===== src/rtl/mfbr_pkg.sv =====
`timescale 1ns / 1ps
`default_nettype none

package mfbr_pkg;

  localparam int unsigned DefaultFifoDepth = 16;
  localparam int unsigned ByteBits         = 8;
  localparam int unsigned CountBits        = 6;
  localparam int unsigned ValueBits        = 32;
  localparam int unsigned MaxBits          = 32;

  localparam logic KindPush = 1'b0;
  localparam logic KindRead = 1'b1;

  typedef enum logic [1:0] {
    ST_OK     = 2'd0,
    ST_SHORT  = 2'd1,
    ST_BOUNDS = 2'd2,
    ST_FULL   = 2'd3
  } status_e;

  // controller to datapath
  typedef struct packed {
    logic    push_we;   // store the byte, advance write pointer
    logic    rd_start;  // load bit count, clear accumulator
    logic    step;      // consume bits from the head byte
    logic    flush;     // drop every held bit
    logic    out_load;  // load the result register
    logic    out_acc;   // result value from the accumulator as updated by this step, else zero
    status_e out_status;
  } cmd_t;

  // datapath to controller
  typedef struct packed {
    logic full;       // no free slot for a push
    logic short_rd;   // fewer bits held than requested
    logic last_step;  // this step finishes the read
  } stat_t;

endpackage

`default_nettype wire


===== src/rtl/mfbr_ctrl.sv =====
`timescale 1ns / 1ps
`default_nettype none

module mfbr_ctrl (
  input  wire logic                              clk_i,
  input  wire logic                              rst_ni,
  input  wire logic                              in_valid_i,
  output      logic                              in_stall_o,
  input  wire logic                              kind_i,
  input  wire logic [mfbr_pkg::CountBits-1:0]    bit_count_i,
  output      logic                              out_valid_o,
  input  wire logic                              out_stall_i,
  output      mfbr_pkg::cmd_t                    cmd_o,
  input  wire mfbr_pkg::stat_t                   stat_i
);
  import mfbr_pkg::*;

  typedef enum logic {
    S_IDLE,
    S_STEP
  } state_e;

  state_e state_q, state_d;
  logic   out_valid_q, out_valid_d;
  logic   out_free;
  logic   accept;

  assign out_free    = !out_valid_q || !out_stall_i;
  assign in_stall_o  = (state_q != S_IDLE) || !out_free;
  assign accept      = in_valid_i && !in_stall_o;
  assign out_valid_o = out_valid_q;

  always_comb begin
    state_d = state_q;
    cmd_o   = '{push_we: 1'b0, rd_start: 1'b0, step: 1'b0, flush: 1'b0,
                out_load: 1'b0, out_acc: 1'b0, out_status: ST_OK};
    case (state_q)
      S_IDLE: begin
        if (accept) begin
          if (kind_i == KindPush) begin
            cmd_o.out_load = 1'b1;
            if (stat_i.full) begin
              cmd_o.out_status = ST_FULL;
            end else begin
              cmd_o.push_we = 1'b1;
            end
          end else if (bit_count_i == '0) begin
            cmd_o.out_load = 1'b1;
          end else if (bit_count_i > CountBits'(MaxBits)) begin
            cmd_o.out_load   = 1'b1;
            cmd_o.out_status = ST_BOUNDS;
          end else if (stat_i.short_rd) begin
            cmd_o.out_load   = 1'b1;
            cmd_o.flush      = 1'b1;
            cmd_o.out_status = ST_SHORT;
          end else begin
            cmd_o.rd_start = 1'b1;
            state_d        = S_STEP;
          end
        end
      end
      S_STEP: begin
        // the last step waits until the result register can take it
        if (!stat_i.last_step || out_free) begin
          cmd_o.step = 1'b1;
          if (stat_i.last_step) begin
            cmd_o.out_load = 1'b1;
            cmd_o.out_acc  = 1'b1;
            state_d        = S_IDLE;
          end
        end
      end
      default: state_d = S_IDLE;
    endcase
  end

  assign out_valid_d = cmd_o.out_load || (out_valid_q && out_stall_i);

  always_ff @(posedge clk_i or negedge rst_ni) begin
    if (!rst_ni) begin
      state_q     <= S_IDLE;
      out_valid_q <= 1'b0;
    end else begin
      state_q     <= state_d;
      out_valid_q <= out_valid_d;
    end
  end

endmodule

`default_nettype wire


===== src/rtl/mfbr_datapath.sv =====
`timescale 1ns / 1ps
`default_nettype none

module mfbr_datapath #(
  parameter int unsigned FIFO_DEPTH = mfbr_pkg::DefaultFifoDepth
) (
  input  wire logic                              clk_i,
  input  wire logic                              rst_ni,
  input  wire logic [mfbr_pkg::ByteBits-1:0]     data_byte_i,
  input  wire logic [mfbr_pkg::CountBits-1:0]    bit_count_i,
  input  wire mfbr_pkg::cmd_t                    cmd_i,
  output      mfbr_pkg::stat_t                   stat_o,
  output      logic [mfbr_pkg::ValueBits-1:0]    value_o,
  output      logic [1:0]                        status_o
);
  import mfbr_pkg::*;

  localparam int unsigned IW = (FIFO_DEPTH > 1) ? $clog2(FIFO_DEPTH) : 1;
  localparam int unsigned CW = $clog2(FIFO_DEPTH + 1);
  localparam int unsigned AW = CW + 3;

  logic [ByteBits-1:0]  mem [FIFO_DEPTH];
  logic [ByteBits-1:0]  rd_data_q;

  logic [IW-1:0]        rd_ptr_q, rd_ptr_d;
  logic [IW-1:0]        wr_ptr_q, wr_ptr_d;
  logic [CW-1:0]        fill_q, fill_d;
  logic [2:0]           bit_off_q, bit_off_d;
  logic [CountBits-1:0] rem_q, rem_d;
  logic [ValueBits-1:0] acc_q, acc_d;
  logic [ValueBits-1:0] value_q;
  status_e              status_q;

  logic [AW-1:0]        avail;
  logic [3:0]           hd_bits;
  logic [3:0]           take;
  logic [ByteBits-1:0]  byte_al;
  logic [ByteBits-1:0]  piece;
  logic [ValueBits-1:0] acc_step;
  logic [3:0]           off_sum;
  logic                 drop;

  function automatic logic [IW-1:0] next_slot(input logic [IW-1:0] p);
    return (p == IW'(FIFO_DEPTH - 1)) ? '0 : p + 1'b1;
  endfunction

  // bits held, counting only the unconsumed part of the head byte
  assign avail = (fill_q == '0) ? '0 : ({fill_q, 3'b000} - AW'(bit_off_q));

  // one step takes what is left in the head byte, capped by the bits still wanted
  assign hd_bits  = 4'd8 - {1'b0, bit_off_q};
  assign take     = ({2'b00, hd_bits} < rem_q) ? hd_bits : rem_q[3:0];
  assign byte_al  = rd_data_q << bit_off_q;
  assign piece    = byte_al >> (4'd8 - take);
  assign acc_step = (acc_q << take) | {{(ValueBits - ByteBits){1'b0}}, piece};
  assign off_sum  = {1'b0, bit_off_q} + take;
  assign drop     = off_sum[3];

  assign stat_o.full      = (fill_q == CW'(FIFO_DEPTH));
  assign stat_o.short_rd  = (avail < AW'(bit_count_i));
  assign stat_o.last_step = (rem_q <= {2'b00, hd_bits});

  always_comb begin
    rd_ptr_d  = rd_ptr_q;
    wr_ptr_d  = wr_ptr_q;
    fill_d    = fill_q;
    bit_off_d = bit_off_q;
    rem_d     = rem_q;
    acc_d     = acc_q;
    if (cmd_i.push_we) begin
      wr_ptr_d = next_slot(wr_ptr_q);
      fill_d   = fill_q + 1'b1;
    end
    if (cmd_i.flush) begin
      rd_ptr_d  = wr_ptr_q;
      fill_d    = '0;
      bit_off_d = '0;
    end
    if (cmd_i.rd_start) begin
      rem_d = bit_count_i;
      acc_d = '0;
    end
    if (cmd_i.step) begin
      rem_d     = rem_q - {2'b00, take};
      acc_d     = acc_step;
      bit_off_d = off_sum[2:0];
      if (drop) begin
        rd_ptr_d = next_slot(rd_ptr_q);
        fill_d   = fill_q - 1'b1;
      end
    end
  end

  always_ff @(posedge clk_i or negedge rst_ni) begin
    if (!rst_ni) begin
      rd_ptr_q  <= '0;
      wr_ptr_q  <= '0;
      fill_q    <= '0;
      bit_off_q <= '0;
    end else begin
      rd_ptr_q  <= rd_ptr_d;
      wr_ptr_q  <= wr_ptr_d;
      fill_q    <= fill_d;
      bit_off_q <= bit_off_d;
    end
  end

  always_ff @(posedge clk_i) begin
    rem_q <= rem_d;
    acc_q <= acc_d;
    if (cmd_i.out_load) begin
      value_q  <= cmd_i.out_acc ? acc_step : '0;
      status_q <= cmd_i.out_status;
    end
  end

  // byte store: the read port follows the next head pointer so the head byte is ready
  always_ff @(posedge clk_i) begin
    if (cmd_i.push_we) begin
      mem[wr_ptr_q] <= data_byte_i;
    end
    rd_data_q <= mem[rd_ptr_d];
  end

  assign value_o  = value_q;
  assign status_o = status_q;

endmodule

`default_nettype wire


===== src/rtl/msb_first_bit_reader.sv =====
`timescale 1ns / 1ps
`default_nettype none

// msb first bit reader: a transaction either pushes one byte into a byte fifo
// (kind 0) or reads bit_count bits from it (kind 1), oldest byte first and
// starting at its bit 7; each transaction returns exactly one result with the
// bits right-aligned in value_o and a status (ok, not enough data, count out of
// bounds, fifo full). a push, a zero-bit read, a read above 32 bits and a short
// read finish in the accept cycle, which loads the result register directly.
// a good read of n bits is accepted, then takes one step for each of the k (1 to 5)
// stored bytes the field touches: the byte store has one read port and the bit
// extractor consumes at most one byte per cycle. the block works on one
// transaction at a time; a finished result waits in the output register and a
// new transaction is taken in the same cycle the old result leaves.

module msb_first_bit_reader #(
  parameter int unsigned FIFO_DEPTH = mfbr_pkg::DefaultFifoDepth
) (
  input  wire logic                              clk_i,
  input  wire logic                              rst_ni,
  // input transactions
  input  wire logic                              in_valid_i,
  output      logic                              in_stall_o,
  input  wire logic                              kind_i,
  input  wire logic [mfbr_pkg::ByteBits-1:0]     data_byte_i,
  input  wire logic [mfbr_pkg::CountBits-1:0]    bit_count_i,
  // result transactions
  output      logic                              out_valid_o,
  input  wire logic                              out_stall_i,
  output      logic [mfbr_pkg::ValueBits-1:0]    value_o,
  output      logic [1:0]                        status_o
);
  import mfbr_pkg::*;

  cmd_t  cmd;
  stat_t stat;

  // sequencer: decodes a transaction, walks a read one byte per cycle, unless held
  mfbr_ctrl u_ctrl (
    .clk_i       (clk_i),
    .rst_ni      (rst_ni),
    .in_valid_i  (in_valid_i),
    .in_stall_o  (in_stall_o),
    .kind_i      (kind_i),
    .bit_count_i (bit_count_i),
    .out_valid_o (out_valid_o),
    .out_stall_i (out_stall_i),
    .cmd_o       (cmd),
    .stat_i      (stat)
  );

  // byte store, pointers, bit extractor and result register
  mfbr_datapath #(
    .FIFO_DEPTH (FIFO_DEPTH)
  ) u_datapath (
    .clk_i       (clk_i),
    .rst_ni      (rst_ni),
    .data_byte_i (data_byte_i),
    .bit_count_i (bit_count_i),
    .cmd_i       (cmd),
    .stat_o      (stat),
    .value_o     (value_o),
    .status_o    (status_o)
  );

endmodule

`default_nettype wire


===== config.mk =====
export PLATFORM = sky130hd
export DESIGN_NAME = msb_first_bit_reader
export DESIGN_NICKNAME = d
export VERILOG_FILES = /design/src/rtl/mfbr_pkg.sv /design/src/rtl/mfbr_ctrl.sv /design/src/rtl/mfbr_datapath.sv /design/src/rtl/msb_first_bit_reader.sv
export SDC_FILE = /design/constraint.sdc
export NUM_CORES = 1
export LEC_CHECK = 0
export ABC_AREA = 1
export BUFFER_PORTS_ARGS = -buffer_cell sky130_fd_sc_hd__buf_2
export CORE_ASPECT_RATIO = 0.5
export CORE_UTILIZATION = 63
export CTS_BUF_LIST = sky130_fd_sc_hd__clkbuf_8
export DETAILED_ROUTE_END_ITERATION = 8
export PLACE_DENSITY = 0.78
export SLEW_MARGIN = 20
export SYNTH_ARGS = -nofsm -noshare
export SYNTH_HDL_FRONTEND = slang
export SYNTH_SLANG_ARGS = --single-unit

===== constraint.sdc =====
create_clock -name clk_i -period 10.57 [get_ports clk_i]
set_input_delay 1.5855 -clock clk_i [delete_from_list [all_inputs] [get_ports clk_i]]
set_output_delay 1.5855 -clock clk_i [all_outputs]
set_load 0.1 [all_outputs]

==> metrics.txt <==
status=completed; final cycle utilization of the critical path=0.604; RR Endpoint=u_datapath.rd_data_q[3]; Fill cells=1459; core area=18700 µm²; worst path required time=11.06 ns; crit-path max FO=65; IO Pins=55; Final Hold Vio Count=0; fin crit period=6.38 ns; vias in the first global route=8728; sum of negative setup slack=0 ns; CP max stage cell=dfrtp_1; Hold EP=u_ctrl.out_valid_o; family with the most delay on the worst path=simple AND/OR/NAND/NOR gates; die area=19900 µm²; antenna diode count=0; YS warnings=0; clock slew at reported path FFs=0.07 ns; Initial Util=0.652; Crit path top cell by count=nand2_1; Hold/Removal Path Class=flop to flop; vias=9514; Mapped Area=12200 µm²; Avg Inst Size Synth=9.06 µm²; die height=100 µm; RSZ-0062 raised after global routing=false; row cnt=35; fmax=157 MHz; Post-synth ARST share=0.0796; RR Startpoint=u_datapath.bit_off_q[0]; drt drc=0; prevailing post-synth register cell=edfxtp_1; Clock Skews=0.0166 ns; layout cells sized above 1=0.106; clk buf depth=3; Clock H-tree levels=1; chip width=199 µm; Slew Viols, Final=0; sequential element share of the synthesized area=0.544; CP Launch Type=flop; post-CTS sizing=0; Synth cell types=50; CTS tree=built; Sink Count=226; WL per Instance=17.1 µm; Largest stage delay, worst path=0.63 ns; Num CTS Buffers=31; DR iter-0 viols=901; I/O Buffers=54; Tightest Pin Transition=0.934 ns; syn nets=1390; largest net degree at the start of global routing=66; most frequent cells in the layout=327 x nand2_1, 225 x nand3_1, 200 x edfxtp_1, 167 x inv_1, 87 x nor2_1; grt ovf=0; Hold Path Cell Cnt=2; crit path capture type=flop; DRT Pass-1 Iters=6; commonest non-fill, non-tap cell in the layout=nand2_1; DP HPWL=18500 µm; worst skew pair latency=0.61 ns; initial antenna violation count=0; Setup violations, final=0; synth-to-layout area growth=7.45%; global-route wire length before repair=44900 µm; max_slew headroom=0.375; Syn Inst Count=1343; worst reg2reg path depth=32; post-route antenna net violation count=0; GRT Overall Usage=0.291; Synth Register Bits=226; min-delay src=u_ctrl.out_valid_o; Post-CTS Hold Buffers=0; kind of critical path=flop to flop; gpl congestion=0.986; root buf cell=clkbuf_8; max-cap violations=0; nets@finish=1422; WP buf/inv=9; total setup buffers inserted after CTS=0; EDFF count, synth=200; via/cell ratio=5.73; routed wire length=28300 µm; crit path DAT=6.88 ns; reg2reg setup slack=4.19 ns
flip-flops by register name, indices dropped and copies added, names as in the netlist:
| register | cells |
|---|---|
| u_datapath.wr_ptr_q | 4 |
| u_datapath.status_o | 2 |
| u_datapath.value_o | 32 |
| u_datapath.acc_q | 32 |
| u_ctrl.state_q | 1 |
| u_datapath.fill_q | 5 |
| u_datapath.rd_ptr_q | 4 |
| u_ctrl.out_valid_o | 1 |
| u_datapath.rem_q | 6 |
| u_datapath.mem | 128 |
| u_datapath.bit_off_q | 3 |
| u_datapath.rd_data_q | 8 |
Yosys cell counts, types with 2 or more instances:
library cell | n | area share
nand2_2 | 6 | 0.0031
mux2i_1 | 12 | 0.0099
o31ai_1 | 3 | 0.0019
inv_2 | 7 | 0.0022
o211ai_1 | 18 | 0.011
and2_1 | 2 | 0.0010
nor2_2 | 2 | 0.0010
or2_1 | 2 | 0.0010
fa_1 | 2 | 0.0033
clkbuf_1 | 14 | 0.0043
o21ai_0 | 73 | 0.030
buf_6 | 14 | 0.013
o21ai_2 | 3 | 0.0022
a21oi_1 | 22 | 0.0090
nand3_4 | 3 | 0.0043
dfrtp_1 | 18 | 0.037
nand2_1 | 327 | 0.10
o221ai_1 | 2 | 0.0014
buf_4 | 3 | 0.0019
o211ai_2 | 2 | 0.0021
nand3b_1 | 14 | 0.0086
nor2_1 | 87 | 0.027
nand4_1 | 6 | 0.0031
o21ai_1 | 8 | 0.0033
xor2_1 | 8 | 0.0058
or2_2 | 11 | 0.0057
a31oi_1 | 4 | 0.0021
ha_1 | 26 | 0.027
nand3_1 | 225 | 0.093
dfxtp_1 | 8 | 0.013
buf_2 | 33 | 0.014
nor3_1 | 6 | 0.0025
edfxtp_1 | 200 | 0.49
inv_1 | 156 | 0.048
through the flow:
stage	instance area [µm²]	setup WS (ns)	hold slack [ns]	std cells	utilization
after floorplan	12200	6.18	0.528	1343	-
after global placement	12400	4.19	0.551	1601	0.667
after detailed placement	12400	3.95	0.569	1601	0.667
after CTS	13100	3.90	0.588	1659	0.701
after global routing	13100	3.53	0.633	1659	0.701
final	13100	4.19	0.589	1659	0.701
worst reg2reg max path, delay by kind of cell, from the launching register on:
family	cells	cell delay, ns
buffers and inverters	9	1.81
flip-flops	1	0.63
AND/OR/NAND/NOR	18	2.63
adder cells (fa/ha/maj)	3	0.94
AO/OA/AOI/OAI	2	0.29
metal layers:
metal | up-vias | share of wire | track usage
li1 | 4581 | - | -
met1 | 4481 | 0.44 | 0.413
met2 | 399 | 0.46 | 0.463
met3 | 53 | 0.083 | 0.0548
met4 | 0 | 0.022 | 0.0793
met5 | - | 0 | 0
area by class of cell:
class / count / area (µm²) / area share
clock inverter: 20 / 111 / 0.00852
timing repair buffer: 64 / 345 / 0.0264
multi-input combinational: 888 / 4540 / 0.347
sequential: 226 / 6620 / 0.506
inverter: 164 / 618 / 0.0473
clock buffer: 38 / 523 / 0.0400
tap: 259 / 324 / 0.0248
logic make-up (layout without fill, tap and decap cells):
family / after synthesis / count (layout) / share of synthesized area
muxes: 12 / 12 / 0.00987
DFF: 226 / 226 / 0.544
buffers and inverters: 229 / 286 / 0.0838
xor gates and xnor gates: 10 / 10 / 0.00782
adders and majority gates: 28 / 28 / 0.0300
AOI/OAI and AO/OA: 142 / 142 / 0.0699
and+or+nand+nor: 696 / 696 / 0.255
worst max-delay path by stage:
stage	start	to	cells after the start
final	u_datapath.bit_off_q[0]	u_datapath.rd_data_q[3]	32
after global routing	u_datapath.bit_off_q[0]	u_datapath.rd_data_q[3]	32
after CTS	u_datapath.bit_off_q[0]	u_datapath.rd_data_q[3]	32
after detailed placement	u_datapath.bit_off_q[0]	u_datapath.rd_data_q[3]	32
after global placement	u_datapath.bit_off_q[0]	u_datapath.rd_data_q[5]	32
after floorplan	u_datapath.bit_off_q[1]	u_datapath.rd_data_q[5]	35
Power is not shown: default switching activity piles up to over one toggle a cycle in this logic, so the estimate is an artifact.
